## src/rtl/slxfr_pkg.sv

```systemverilog
// ----------------------------------------------------------------------------
// Sync, length and XOR frame receiver package
// Shared types, register indexes, result codes and reset values.
// ----------------------------------------------------------------------------
package slxfr_pkg;

    localparam int BUFFER_DEPTH_DEF = 64;
    localparam int MAX_FRAME        = 61;

    localparam int CFG_INDEX_W = 3;
    localparam int CFG_DATA_W  = 16;

    typedef enum logic [CFG_INDEX_W-1:0] {
        REG_SYNC_FIRST    = 3'd0,
        REG_SYNC_SECOND   = 3'd1,
        REG_MIN_LENGTH    = 3'd2,
        REG_MAX_LENGTH    = 3'd3,
        REG_TIMEOUT_TICKS = 3'd4
    } t_reg_index;

    typedef enum logic [1:0] {
        STATUS_NONE  = 2'd0,
        STATUS_GOOD  = 2'd1,
        STATUS_ERROR = 2'd2
    } t_status;

    localparam logic REQ_BYTE = 1'b0;
    localparam logic REQ_TICK = 1'b1;

    localparam logic [7:0]  SYNC_FIRST_RST    = 8'hAA;
    localparam logic [7:0]  SYNC_SECOND_RST   = 8'h55;
    localparam logic [5:0]  MIN_LENGTH_RST    = 6'd2;
    localparam logic [5:0]  MAX_LENGTH_RST    = 6'd37;
    localparam logic [15:0] TIMEOUT_TICKS_RST = 16'd10;

endpackage

```

## src/rtl/slxfr_buf.sv

```systemverilog
// ----------------------------------------------------------------------------
// Payload buffer
// Single write port and one registered read port for the frame payload.
// ----------------------------------------------------------------------------
module slxfr_buf #(
    parameter int DEPTH = slxfr_pkg::BUFFER_DEPTH_DEF,
    parameter int AW    = $clog2(DEPTH)
) (
    input  logic          i_clk,
    input  logic          i_wr_en,
    input  logic [AW-1:0] i_wr_addr,
    input  logic [7:0]    i_wr_data,
    input  logic          i_rd_en,
    input  logic [AW-1:0] i_rd_addr,
    output logic [7:0]    o_rd_data
);

    logic [7:0] r_mem [DEPTH];
    logic [7:0] r_rd_data;

    always_ff @(posedge i_clk) begin
        if (i_wr_en) begin
            r_mem[i_wr_addr] <= i_wr_data;
        end
    end

    always_ff @(posedge i_clk) begin
        if (i_rd_en) begin
            r_rd_data <= r_mem[i_rd_addr];
        end
    end

    assign o_rd_data = r_rd_data;

endmodule

```

## src/rtl/sync_length_xor_frame_receiver_core.sv

```systemverilog
// ----------------------------------------------------------------------------
// Sync, length and XOR frame receiver core
// Parses sync, length, payload and checksum bytes and replays good frames.
// ----------------------------------------------------------------------------
// The slave stream carries one item per received byte (tuser 0) or timer tick
// (tuser 1). Every item yields one result on the master stream, except the
// checksum byte of a good frame, which yields one result per payload byte with
// tlast on the final one. Payload bytes are stored in a small buffer as they
// arrive and are read back one at a time by the replay sequencer. A byte or
// tick that does not finish a good frame is parsed in the accept cycle and
// its result appears in the output register on the next cycle. A good frame
// is replayed through the buffer read port and its registered read data; the
// slave side is not ready meanwhile.
// The block takes a new item once the output register is empty or being taken,
// so a stalled receiver holds the slave side off.
// Configuration writes are taken in any cycle and should only be made while
// the block is idle. Reset restores the default register values, sets the
// parser idle and the timeout disarmed; no buffer clearing is needed.
// ----------------------------------------------------------------------------
module sync_length_xor_frame_receiver_core #(
    parameter int BUFFER_DEPTH = slxfr_pkg::BUFFER_DEPTH_DEF
) (
    input  logic                               i_clk,
    input  logic                               i_rst_n,
    input  logic                               i_s_tvalid,
    output logic                               o_s_tready,
    input  logic [7:0]                         i_s_tdata,   // [7:0] rx_byte
    input  logic [0:0]                         i_s_tuser,   // [0] req_type
    output logic                               o_m_tvalid,
    input  logic                               i_m_tready,
    // [7:0] payload_byte, [13:8] payload_index, [19:14] frame_length, rest 0
    output logic [23:0]                        o_m_tdata,
    output logic [1:0]                         o_m_tuser,   // [1:0] status
    output logic                               o_m_tlast,
    input  logic                               i_cfg_valid,
    output logic                               o_cfg_ready,
    input  logic [slxfr_pkg::CFG_INDEX_W-1:0]  i_cfg_index,
    input  logic [slxfr_pkg::CFG_DATA_W-1:0]   i_cfg_wdata
);

    localparam int AW        = $clog2(BUFFER_DEPTH);
    localparam int LEN_LIMIT = (slxfr_pkg::MAX_FRAME < BUFFER_DEPTH) ?
                               slxfr_pkg::MAX_FRAME : BUFFER_DEPTH;

    typedef enum logic [4:0] {
        PH_IDLE  = 5'b00001,
        PH_SYNC2 = 5'b00010,
        PH_LEN   = 5'b00100,
        PH_DATA  = 5'b01000,
        PH_CHECK = 5'b10000
    } t_phase;

    typedef enum logic [2:0] {
        ST_READY = 3'b001,
        ST_FETCH = 3'b010,
        ST_LOAD  = 3'b100
    } t_state;

    logic [7:0]  r_sync_first, r_sync_second;
    logic [5:0]  r_min_len, r_max_len;
    logic [15:0] r_timeout;

    t_phase      r_phase, n_phase;
    t_state      r_state, n_state;
    logic [5:0]  r_exp_len, n_exp_len;
    logic [5:0]  r_count, n_count;
    logic [7:0]  r_csum, n_csum;
    logic [15:0] r_silence, n_silence;
    logic        r_armed, n_armed;
    logic [5:0]  r_dump_len, n_dump_len;
    logic [5:0]  r_rd_idx, n_rd_idx;

    logic                 r_out_valid, n_out_valid;
    slxfr_pkg::t_status   r_out_status, n_out_status;
    logic [7:0]           r_out_byte, n_out_byte;
    logic [5:0]           r_out_index, n_out_index;
    logic [5:0]           r_out_len, n_out_len;
    logic                 r_out_last, n_out_last;

    logic        w_out_free, w_in_acc, w_is_tick, w_wr_en, w_rd_en;
    logic [7:0]  w_b, w_rd_data;
    logic [15:0] w_sil_inc, w_limit;
    logic [5:0]  w_cnt_inc;
    logic        w_len_ok, w_dump_last;

    assign w_out_free  = !r_out_valid || i_m_tready;
    assign o_s_tready  = (r_state == ST_READY) && w_out_free;
    assign w_in_acc    = i_s_tvalid && o_s_tready;
    assign w_is_tick   = (i_s_tuser[0] == slxfr_pkg::REQ_TICK);
    assign w_b         = i_s_tdata;
    assign o_cfg_ready = 1'b1;

    assign w_sil_inc = (r_silence == 16'hFFFF) ? r_silence : r_silence + 16'd1;
    assign w_limit   = (r_timeout == 16'd0) ? 16'd1 : r_timeout;
    assign w_cnt_inc = r_count + 6'd1;
    assign w_len_ok  = (w_b >= 8'd1) && (w_b >= {2'b00, r_min_len}) &&
                       (w_b <= {2'b00, r_max_len}) && (w_b <= 8'(LEN_LIMIT));
    assign w_dump_last = (r_rd_idx + 6'd1 == r_dump_len);

    assign w_wr_en = w_in_acc && !w_is_tick && (r_phase == PH_DATA);
    assign w_rd_en = (r_state == ST_FETCH);

    slxfr_buf #(
        .DEPTH (BUFFER_DEPTH),
        .AW    (AW)
    ) u_buf (
        .i_clk     (i_clk),
        .i_wr_en   (w_wr_en),
        .i_wr_addr (AW'(r_count)),
        .i_wr_data (w_b),
        .i_rd_en   (w_rd_en),
        .i_rd_addr (AW'(r_rd_idx)),
        .o_rd_data (w_rd_data)
    );

    always_ff @(posedge i_clk) begin
        if (!i_rst_n) begin
            r_sync_first  <= slxfr_pkg::SYNC_FIRST_RST;
            r_sync_second <= slxfr_pkg::SYNC_SECOND_RST;
            r_min_len     <= slxfr_pkg::MIN_LENGTH_RST;
            r_max_len     <= slxfr_pkg::MAX_LENGTH_RST;
            r_timeout     <= slxfr_pkg::TIMEOUT_TICKS_RST;
        end else if (i_cfg_valid) begin
            case (i_cfg_index)
                slxfr_pkg::REG_SYNC_FIRST:    r_sync_first  <= i_cfg_wdata[7:0];
                slxfr_pkg::REG_SYNC_SECOND:   r_sync_second <= i_cfg_wdata[7:0];
                slxfr_pkg::REG_MIN_LENGTH:    r_min_len     <= i_cfg_wdata[5:0];
                slxfr_pkg::REG_MAX_LENGTH:    r_max_len     <= i_cfg_wdata[5:0];
                slxfr_pkg::REG_TIMEOUT_TICKS: r_timeout     <= i_cfg_wdata;
                default: ;
            endcase
        end
    end

    always_comb begin
        n_phase      = r_phase;
        n_state      = r_state;
        n_exp_len    = r_exp_len;
        n_count      = r_count;
        n_csum       = r_csum;
        n_silence    = r_silence;
        n_armed      = r_armed;
        n_dump_len   = r_dump_len;
        n_rd_idx     = r_rd_idx;
        n_out_valid  = r_out_valid && !i_m_tready;
        n_out_status = r_out_status;
        n_out_byte   = r_out_byte;
        n_out_index  = r_out_index;
        n_out_len    = r_out_len;
        n_out_last   = r_out_last;

        unique case (r_state)
            ST_READY: begin
                if (w_in_acc) begin
                    n_out_valid  = 1'b1;
                    n_out_status = slxfr_pkg::STATUS_NONE;
                    n_out_byte   = 8'd0;
                    n_out_index  = 6'd0;
                    n_out_len    = 6'd0;
                    n_out_last   = 1'b1;
                    if (w_is_tick) begin
                        if (r_armed) begin
                            n_silence = w_sil_inc;
                            if (w_sil_inc >= w_limit) begin
                                n_armed   = 1'b0;
                                n_silence = 16'd0;
                                n_phase   = PH_IDLE;
                                n_exp_len = 6'd0;
                                n_count   = 6'd0;
                                n_csum    = 8'd0;
                            end
                        end
                    end else begin
                        n_armed   = 1'b1;
                        n_silence = 16'd0;
                        unique case (r_phase)
                            PH_IDLE: begin
                                if (w_b == r_sync_first) begin
                                    n_phase = PH_SYNC2;
                                end
                            end
                            PH_SYNC2: begin
                                if (w_b == r_sync_second) begin
                                    n_phase = PH_LEN;
                                end else begin
                                    n_phase      = PH_IDLE;
                                    n_out_status = slxfr_pkg::STATUS_ERROR;
                                end
                            end
                            PH_LEN: begin
                                if (w_len_ok) begin
                                    n_exp_len = w_b[5:0];
                                    n_count   = 6'd0;
                                    n_csum    = w_b;
                                    n_phase   = PH_DATA;
                                end else begin
                                    n_phase      = PH_IDLE;
                                    n_exp_len    = 6'd0;
                                    n_count      = 6'd0;
                                    n_csum       = 8'd0;
                                    n_out_status = slxfr_pkg::STATUS_ERROR;
                                end
                            end
                            PH_DATA: begin
                                n_csum  = r_csum ^ w_b;
                                n_count = w_cnt_inc;
                                if (w_cnt_inc >= r_exp_len) begin
                                    n_phase = PH_CHECK;
                                end
                            end
                            PH_CHECK: begin
                                n_phase   = PH_IDLE;
                                n_exp_len = 6'd0;
                                n_count   = 6'd0;
                                n_csum    = 8'd0;
                                if (r_csum == w_b) begin
                                    n_out_valid = r_out_valid && !i_m_tready;
                                    n_dump_len  = r_exp_len;
                                    n_rd_idx    = 6'd0;
                                    n_state     = ST_FETCH;
                                end else begin
                                    n_out_status = slxfr_pkg::STATUS_ERROR;
                                end
                            end
                            default: begin
                                n_phase   = PH_IDLE;
                                n_exp_len = 6'd0;
                                n_count   = 6'd0;
                                n_csum    = 8'd0;
                            end
                        endcase
                    end
                end
            end
            ST_FETCH: begin
                n_state = ST_LOAD;
            end
            ST_LOAD: begin
                if (w_out_free) begin
                    n_out_valid  = 1'b1;
                    n_out_status = slxfr_pkg::STATUS_GOOD;
                    n_out_byte   = w_rd_data;
                    n_out_index  = r_rd_idx;
                    n_out_len    = r_dump_len;
                    n_out_last   = w_dump_last;
                    if (w_dump_last) begin
                        n_state = ST_READY;
                    end else begin
                        n_rd_idx = r_rd_idx + 6'd1;
                        n_state  = ST_FETCH;
                    end
                end
            end
            default: begin
                n_state = ST_READY;
            end
        endcase
    end

    always_ff @(posedge i_clk) begin
        if (!i_rst_n) begin
            r_phase     <= PH_IDLE;
            r_state     <= ST_READY;
            r_exp_len   <= 6'd0;
            r_count     <= 6'd0;
            r_csum      <= 8'd0;
            r_silence   <= 16'd0;
            r_armed     <= 1'b0;
            r_dump_len  <= 6'd0;
            r_rd_idx    <= 6'd0;
            r_out_valid <= 1'b0;
        end else begin
            r_phase     <= n_phase;
            r_state     <= n_state;
            r_exp_len   <= n_exp_len;
            r_count     <= n_count;
            r_csum      <= n_csum;
            r_silence   <= n_silence;
            r_armed     <= n_armed;
            r_dump_len  <= n_dump_len;
            r_rd_idx    <= n_rd_idx;
            r_out_valid <= n_out_valid;
        end
    end

    always_ff @(posedge i_clk) begin
        r_out_status <= n_out_status;
        r_out_byte   <= n_out_byte;
        r_out_index  <= n_out_index;
        r_out_len    <= n_out_len;
        r_out_last   <= n_out_last;
    end

    assign o_m_tvalid = r_out_valid;
    assign o_m_tuser  = r_out_status;
    assign o_m_tdata  = {4'd0, r_out_len, r_out_index, r_out_byte};
    assign o_m_tlast  = r_out_last;

    a_good_last_at_end: assert property (@(posedge i_clk) disable iff (!i_rst_n)
        (r_out_valid && r_out_status == slxfr_pkg::STATUS_GOOD && r_out_last) |->
        (r_out_index + 6'd1 == r_out_len))
        else $error("last good byte does not close the frame");

    a_other_single: assert property (@(posedge i_clk) disable iff (!i_rst_n)
        (r_out_valid && r_out_status != slxfr_pkg::STATUS_GOOD) |->
        (r_out_last && r_out_byte == 8'd0 && r_out_len == 6'd0))
        else $error("non-payload result is not a single cleared item");

    a_replay_in_range: assert property (@(posedge i_clk) disable iff (!i_rst_n)
        (r_state != ST_READY) |-> (r_rd_idx < r_dump_len && r_phase == PH_IDLE))
        else $error("replay index out of range or parser busy");

    a_byte_arms_timer: assert property (@(posedge i_clk) disable iff (!i_rst_n)
        (w_in_acc && !w_is_tick) |=> (r_armed && r_silence == 16'd0))
        else $error("received byte did not restart the timeout");

    a_no_accept_in_replay: assert property (@(posedge i_clk) disable iff (!i_rst_n)
        (r_state == ST_FETCH || r_state == ST_LOAD) |-> !o_s_tready)
        else $error("input taken during frame replay");

endmodule
```

## config.mk

```make
export PLATFORM = sky130hd
export DESIGN_NAME = sync_length_xor_frame_receiver_core
export DESIGN_NICKNAME = d
export VERILOG_FILES = /design/src/rtl/slxfr_pkg.sv /design/src/rtl/slxfr_buf.sv /design/src/rtl/sync_length_xor_frame_receiver_core.sv
export SDC_FILE = /design/constraint.sdc
export NUM_CORES = 1
export LEC_CHECK = 0
export BUFFER_PORTS_ARGS = -buffer_cell sky130_fd_sc_hd__buf_2
export CORE_MARGIN = 3
export CORE_UTILIZATION = 35
export DETAILED_ROUTE_END_ITERATION = 6
export GPL_ROUTABILITY_DRIVEN = 0
export GPL_TIMING_DRIVEN = 0
export PLACE_DENSITY_LB_ADDON = 0.3
export SETUP_SLACK_MARGIN = 0.4
export SLEW_MARGIN = 15
export SYNTH_ARGS = -nofsm -noshare
export SYNTH_HDL_FRONTEND = slang
export SYNTH_SLANG_ARGS = --single-unit
```

## constraint.sdc

```tcl
create_clock -name i_clk -period 5.1 [get_ports i_clk]
set_clock_uncertainty 0.1 [all_clocks]
set_input_delay 0.255 -clock i_clk [delete_from_list [all_inputs] [get_ports i_clk]]
set_output_delay 0.255 -clock i_clk [all_outputs]
set_load 0.02 [all_outputs]
```

==> flow_metrics.tcl, run 1 <==
set metrics [dict create \
    status "complete, no violations" \
    drive_gt1_frac 0.203 \
    reg2reg_depth 16 \
    yosysTopAreaCell "edfxtp_1" \
    endpoint_kind "register" \
    clock-sinks 645 \
    hpwl_mm 44.1 \
    clk_latency_ns 0.61 \
    hold_ws_ns 0.0895 \
    synthArstFlopShare 0 \
    multiInputGateArea_um2 7970 \
    numCtsBuffers 70 \
    start_kind "register" \
    cp_slowest_cell "or3_1" \
    dr.pass1.iters 5 \
    hp-start "i_m_tready" \
    layout_min_cycle_time_ns 4.33 \
    finalSetupViolCount 0 \
    grt_pass1_vias 15500 \
    cts_tree "yes" \
    fillCellCount 6941 \
    netlist_top_cells_count "edfxtp_1, mux4_2, nor2_1" \
    drt-total-wl_mm 67.1 \
    power_density_nw_per_um2 350 \
    r2r_setup_slack_ns 0.77 \
    ys_ff_latch 645 \
    synth_cell_type_count 73 \
    synthToLayoutAreaGrowth_pct 15.1 \
    synth_flop_cell "edfxtp_1" \
    slew_violations 0 \
    crit_start "r_silence[7]" \
    h-tree-depth 3 \
    final_nets 1889 \
    max-vdd-ir-drop_uv 205 \
    antennaDiodeCount 0 \
    critPathKind "register to register" \
    synthTopCellsByArea "edfxtp_1, mux4_2, dfxtp_1, nor2_1, nand2_1" \
    netlist_area_um2 26900 \
    row_count 101 \
    syn_inst 1665 \
    synth_edf_count 543 \
    yosysSeqAreaShare 0.681 \
    clk_pin_slew_ns 0.06 \
    tns_ns 0 \
    cts_buffer_depth 3 \
    timing.rr.start "r_silence[7]" \
    worstPathCellList "buf_2 -> nand4_1 -> or3_1 -> nor3_2 -> nand3_1 -> xor2_1 -> nand2_1 -> ha_1 -> nand4_1 -> a2111o_1 -> o21ai_2 -> clkbuf_4 -> nand2_1 -> buf_2 -> o2bb2ai_1 -> a32o_1" \
    yosysMostFrequentCell "edfxtp_1" \
    crit_path_max_incr_delay_ns 0.47 \
    fmax_mhz 231 \
    cp_data_arrival_time_ns 4.74 \
    pre_cts_ws_ns 0.586 \
    hold_class "primary input to register" \
    finalCritPeriodShare 0.849 \
    grt_overflow 0 \
    root_buffer "clkbuf_16" \
    antenna_left 0 \
    r2r_end "r_csum[5]" \
    yosys_warnings 0 \
    ff_latch_area_um2 18300 \
    antenna_found_initial 0 \
    core_um2 76100 \
    port_buffers 57 \
    drcViolationCount 0 \
    rsz0062_at_grt "no" \
    crit_fanout 10 \
    instances_no_fill 2904 \
    synth_top_area_frac 0.605 \
    syn-mean-instance-area_um2 16.2 \
    die_area_um2 80300 \
    drt-wirelength-per-cell_um 23.1 \
    power.leakage_nw 9.93 \
    io_pins 63 \
    die_w_um 283 \
    slew_headroom 0.271 \
    place_inst 2755 \
    viasPerCell 5.23 \
    grt_max_degree 68 \
    drt_iter0_drc 1259 \
    layout_setup_ws_ns 0.768 \
    start_util 0.354 \
    die_h_um 283 \
    vias 15200 \
    worstMarginPinSlew_ns 1.09 \
    drv_cap 0 \
    critPathRequiredTime_ns 5.50 \
    finalHoldViolations 0 \
    cp-endpoint "r_csum[5]" \
    grt_pass1_wl_mm 100 \
    grt_use_total 0.167 \
]
[stage by stage]
step	cell area (um^2)	power, mW	utilization
floorplan	26900	5.96	-
global placement	28500	6.09	0.375
detailed placement	28500	6.11	0.375
CTS	31000	10.9	0.407
global route	31000	11.2	0.407
finish	31000	10.8	0.407
[cell families after synthesis]
| kind of cell | after synthesis | share of synthesized area |
|---|---|---|
| compound gates | 163 | 0.0400 |
| buf+inv | 139 | 0.0240 |
| simple gates | 445 | 0.0784 |
| flops | 645 | 0.681 |
| other cells | 2 | 0.000279 |
| xor+xnor | 55 | 0.0179 |
| mux | 179 | 0.141 |
| fa+ha+maj | 37 | 0.0172 |
[layout make-up]
type / instances / share of cell area
buffer: 101 / 0.0164
clock buffer: 84 / 0.0585
clock inverter: 43 / 0.0126
inverter: 38 / 0.00460
multi-input combinational: 884 / 0.257
sequential: 645 / 0.592
tap: 1030 / 0.0416
timing repair buffer: 79 / 0.0170
[critical path, delay by kind of cell, from the launching register on]
kind	cells	cell delay, ns
AOI/OAI and AO/OA	4	1.03
xor gates and xnor gates	1	0.19
DFF	1	0.30
adders and majority gates	1	0.33
and+or+nand+nor	7	1.59
buffers and inverters	3	0.68
[layer usage]
| metal | global-route usage | wire length (um) | up-vias |
|---|---|---|---|
| met1 | 0.226 | 29300 | 7850 |
| met5 | 0 | 0 | - |
| met3 | 0.0337 | 4040 | 102 |
| met4 | 0.0505 | 1580 | 0 |
| li1 | - | - | 6769 |
| met2 | 0.272 | 32100 | 465 |
[state kept, by name, indices dropped and copies added (netlist names), 6 cells and up]
name,count
r_min_len,6
r_max_len,6
r_out_byte,8
u_buf.r_mem,512
r_silence,16
r_dump_len,6
r_rd_idx,6
r_sync_second,8
r_timeout,16
r_sync_first,8
r_count,6
r_exp_len,6
r_csum,8
r_out_index,6
r_out_len,6
u_buf.o_rd_data,8
[power by group]
group / switching [mW] / total (mW) / internal (mW)
sequential: 0.00848 / 5.73 / 5.72
clock: 2.11 / 4.84 / 2.73
combinational: 0.198 / 0.274 / 0.0754
[worst min-delay path by stage]
| stage | end | cells past startpoint |
|---|---|---|
| CTS | r_state[1] | 4 |
| finish | r_state[1] | 4 |
| detailed placement | r_max_len[3] | 2 |
| global placement | r_max_len[4] | 2 |
| global route | r_state[1] | 4 |
| floorplan | u_buf.r_mem[0][0] | 0 |
[layout by cell type, fill, tap and decap left out, drive strengths merged, types with 7 or more instances in the layout]
cell,Yosys,final
mux2i,14,14
a21oi,62,62
buf,50,106
xnor2,32,32
nand3,40,40
edfxtp,543,543
clkbuf,51,136
nand2b,9,9
nand2,133,133
nand4,11,11
and3,35,35
a32o,7,7
nor2,148,148
inv,38,41
clkinv,0,35
o21ai,25,25
nor2b,11,11
o211ai,13,13
dlygate4sd3,0,22
nor3,14,14
mux4,160,160
a22oi,11,11
dfxtp,102,102
nor4,10,10
xor2,23,23
ha,37,37
[timing repair]
action,CTS,global route
endpoints found under the hold margin,45,0
hold buffers,22,0
buffers inserted,0,0
resized for setup,0,5
setup endpoints to repair,0,4
(Power assumes the default switching activity.)
==> inputs of run 2 (changes only) <==
- ABC_AREA: unset -> 1
- clock period: 5.1 -> 3.5 ns (I/O delays scaled with it)
==> flow_metrics.tcl, run 2 <==
set metrics [dict create \
    cts_tree "yes" \
    h-tree-depth 3 \
    cts_buffer_depth 3 \
    drt_iter0_drc 2301 \
    synthTopCellsByArea "edfxtp_1, dfxtp_1, nor2_1, o21ai_0, nand2_1" \
    hpwl_mm 57.9 \
    largestRegisters "u_buf.r_mem (512), r_silence (16), r_timeout (16)" \
    internal_power_mw 13.0 \
    dr.pass1.iters 7 \
    final_common_cell "edfxtp_1" \
    synth_flop_cell "edfxtp_1" \
    io_pins 63 \
    power.switching_mw 3.76 \
    clock-sinks 645 \
    finalSetupViolCount 0 \
    hold_class "primary input to register" \
    max-vdd-ir-drop_uv 356 \
    ys_ff_latch 645 \
    cp_slowest_cell "nor2_2" \
    top_register "u_buf.r_mem" \
    synth_edf_count 543 \
    reg2reg_depth 7 \
    yosysTopAreaCell "edfxtp_1" \
    r2r_end "u_buf.r_mem[54][3]" \
    fillCellCount 7450 \
    antennaDiodeCount 0 \
    synth_top_area_frac 0.586 \
    synthSimpleGateAreaFrac 0.148 \
    p_comb_frac 0.049 \
    dpl_cell_area_um2 29600 \
    die_h_um 288 \
    start_kind "register" \
    netlist_area_um2 27800 \
    worstMarginPinSlew_ns 0.931 \
    r2r_setup_slack_ns 0.31 \
    timing.rr.start "r_phase[0]" \
    crit_start "r_phase[0]" \
    rsz0062_at_grt "yes" \
    vias 20700 \
    final_cell_mix "edfxtp_1, nor2_1, nand2_1, o21ai_0, o22ai_1" \
    port_buffers 57 \
    drt-total-wl_mm 86.5 \
    syn-mean-instance-area_um2 10.6 \
    yosysSeqAreaShare 0.659 \
    layout_min_cycle_time_ns 3.19 \
    yosys_warnings 0 \
    numCtsBuffers 70 \
    drv_cap 0 \
    post-route-util 0.423 \
    synth_top_family_by_area "simple AND/OR/NAND/NOR gates" \
    cp_data_arrival_time_ns 3.34 \
    endpoint_kind "register" \
    critPathRequiredTime_ns 3.65 \
    synth_adder_area_share 0.0166 \
    crit_fanout 8 \
    final_area_um2 33100 \
    fmax_mhz 313 \
    instances_no_fill 3923 \
    antenna_left 0 \
    root_buffer "clkbuf_16" \
    power_density_nw_per_um2 506 \
    status "complete, no violations" \
    crit_path_max_incr_delay_ns 0.68 \
    cp_common_cell "nand2_1" \
    critPathKind "register to register" \
    critical-path-top-delay-family "simple AND/OR/NAND/NOR gates" \
    antenna_found_initial 0 \
    cp-endpoint "u_buf.r_mem[54][3]" \
    core_um2 78100 \
    synth.area.mux_share 0 \
    pwr-share-clk 0.448 \
    die_w_um 288 \
    syn_inst 2637 \
    drive_gt1_frac 0.145 \
    row_count 102 \
    cp_num_cells 7 \
    slew_violations 0 \
    drt-wirelength-per-cell_um 22.1 \
    place_inst 3742 \
    synthToLayoutAreaGrowth_pct 18.8 \
    synth_cell_type_count 44 \
    drcViolationCount 0 \
    yosysMostFrequentCell "edfxtp_1" \
    largest_reg_flops 512 \
    worstPathCellList "nor3_2 -> nand3_1 -> nor2_4 -> nand2_1 -> nor2_1 -> nand2_1 -> nor2_2" \
    grt_max_degree 69 \
    grt_use_total 0.206 \
    power.leakage_nw 11.8 \
    grt_pass1_vias 19800 \
    synth_xor_area_frac 0.0120 \
    grt_pass1_wl_mm 127 \
    grt_overflow 0 \
    finalHoldViolations 0 \
    clk_latency_ns 0.63 \
    finalCritPeriodShare 0.912 \
    slew_headroom 0.377 \
    synth_compound_area_frac 0.117 \
    synthArstFlopShare 0 \
    final_nets 2898 \
    start_util 0.356 \
    die_area_um2 82900 \
    hold_ws_ns 0.0685 \
    swShare 0.224 \
    netlist_top_cells_count "edfxtp_1, nor2_1, nand2_1" \
    viasPerCell 5.28 \
    path_buf_inv 0 \
    clk_pin_slew_ns 0.06 \
    pwr-share-seq 0.503 \
]
## run 2: cell count changes after synthesis, sizes merged, moves of 35 or more
cell / before / now
mux4: 160 / 0
nand2: 133 / 389
o22ai: 2 / 129
nand3: 40 / 80
o21ai: 25 / 374
and3: 35 / 0
nor2: 148 / 495
inv: 38 / 138
## run 2: how the worst min path moves through the flow
| stage | from | endpoint | slack [ns] | cells after the start |
|---|---|---|---|---|
| 6_report | i_s_tdata[0] | u_buf.r_mem[21][0] | 0.07 | 1 |
| 5_1_grt | i_s_tdata[0] | u_buf.r_mem[21][0] | 0.09 | 1 |
| 4_1_cts | i_s_tdata[0] | u_buf.r_mem[21][0] | 0.05 | 1 |
| 3_5_place_dp | i_cfg_wdata[7] | r_sync_first[7] | 0.34 | 3 |
| 3_3_place_gp | i_cfg_wdata[7] | r_sync_first[7] | 0.34 | 3 |
| 2_1_floorplan | i_s_tdata[0] | u_buf.r_mem[0][0] | 0.17 | 0 |
## run 2: repair_timing
| item | 4_1_cts | 5_1_grt |
|---|---|---|
| buffers inserted | 4 | 11 |
| setup endpoints to repair | 291 | 400 |
| pin swaps | 7 | 35 |
| hold endpoints to repair | 131 | 0 |
| gates cloned | 0 | 4 |
| gates resized for setup | 36 | 152 |
| hold buffers | 35 | 0 |
## run 2: metrics by stage
step	setup WS (ns)	power [mW]	TNS, ns
6_report	0.310	16.7	0
5_1_grt	0.204	17.2	0
4_1_cts	0.134	16.7	0
3_5_place_dp	-0.0351	9.27	-0.190
3_3_place_gp	-0.0774	9.25	-1.31
2_1_floorplan	0.678	8.97	0
## run 2: power groups by stage
stage               logic, mW  registers, mW  clock network (mW)
global route            0.916           8.42                7.90
detailed placement      0.688           8.58                   0
CTS                     0.744           8.42                7.58
finish                  0.826           8.42                7.50
global placement        0.660           8.59                   0
floorplan               0.374           8.59                   0
## run 2: cell families (layout without fill, tap and decap cells)
| group | after synthesis | count (layout) |
|---|---|---|
| and+or+nand+nor | 1012 | 1013 |
| DFF | 645 | 645 |
| AOI/OAI and AO/OA | 607 | 607 |
| buffers and inverters | 296 | 538 |
| xor gates and xnor gates | 38 | 38 |
| adders and majority gates | 37 | 37 |
| other | 2 | 5 |
## run 2: layer usage
layer  part of all wire  GRT usage
met5                  0          0
met4              0.042     0.0888
met3              0.078     0.0329
met2               0.45      0.325
met1               0.43      0.283
## run 2: final cells by class
class | count | area [um^2] | share of cell area
sequential | 645 | 18400 | 0.555
multi-input combinational | 1700 | 8810 | 0.266
clock buffer | 88 | 1900 | 0.0575
tap | 1040 | 1300 | 0.0393
timing repair buffer | 115 | 950 | 0.0287
buffer | 154 | 797 | 0.0241
inverter | 142 | 543 | 0.0164
clock inverter | 39 | 408 | 0.0123
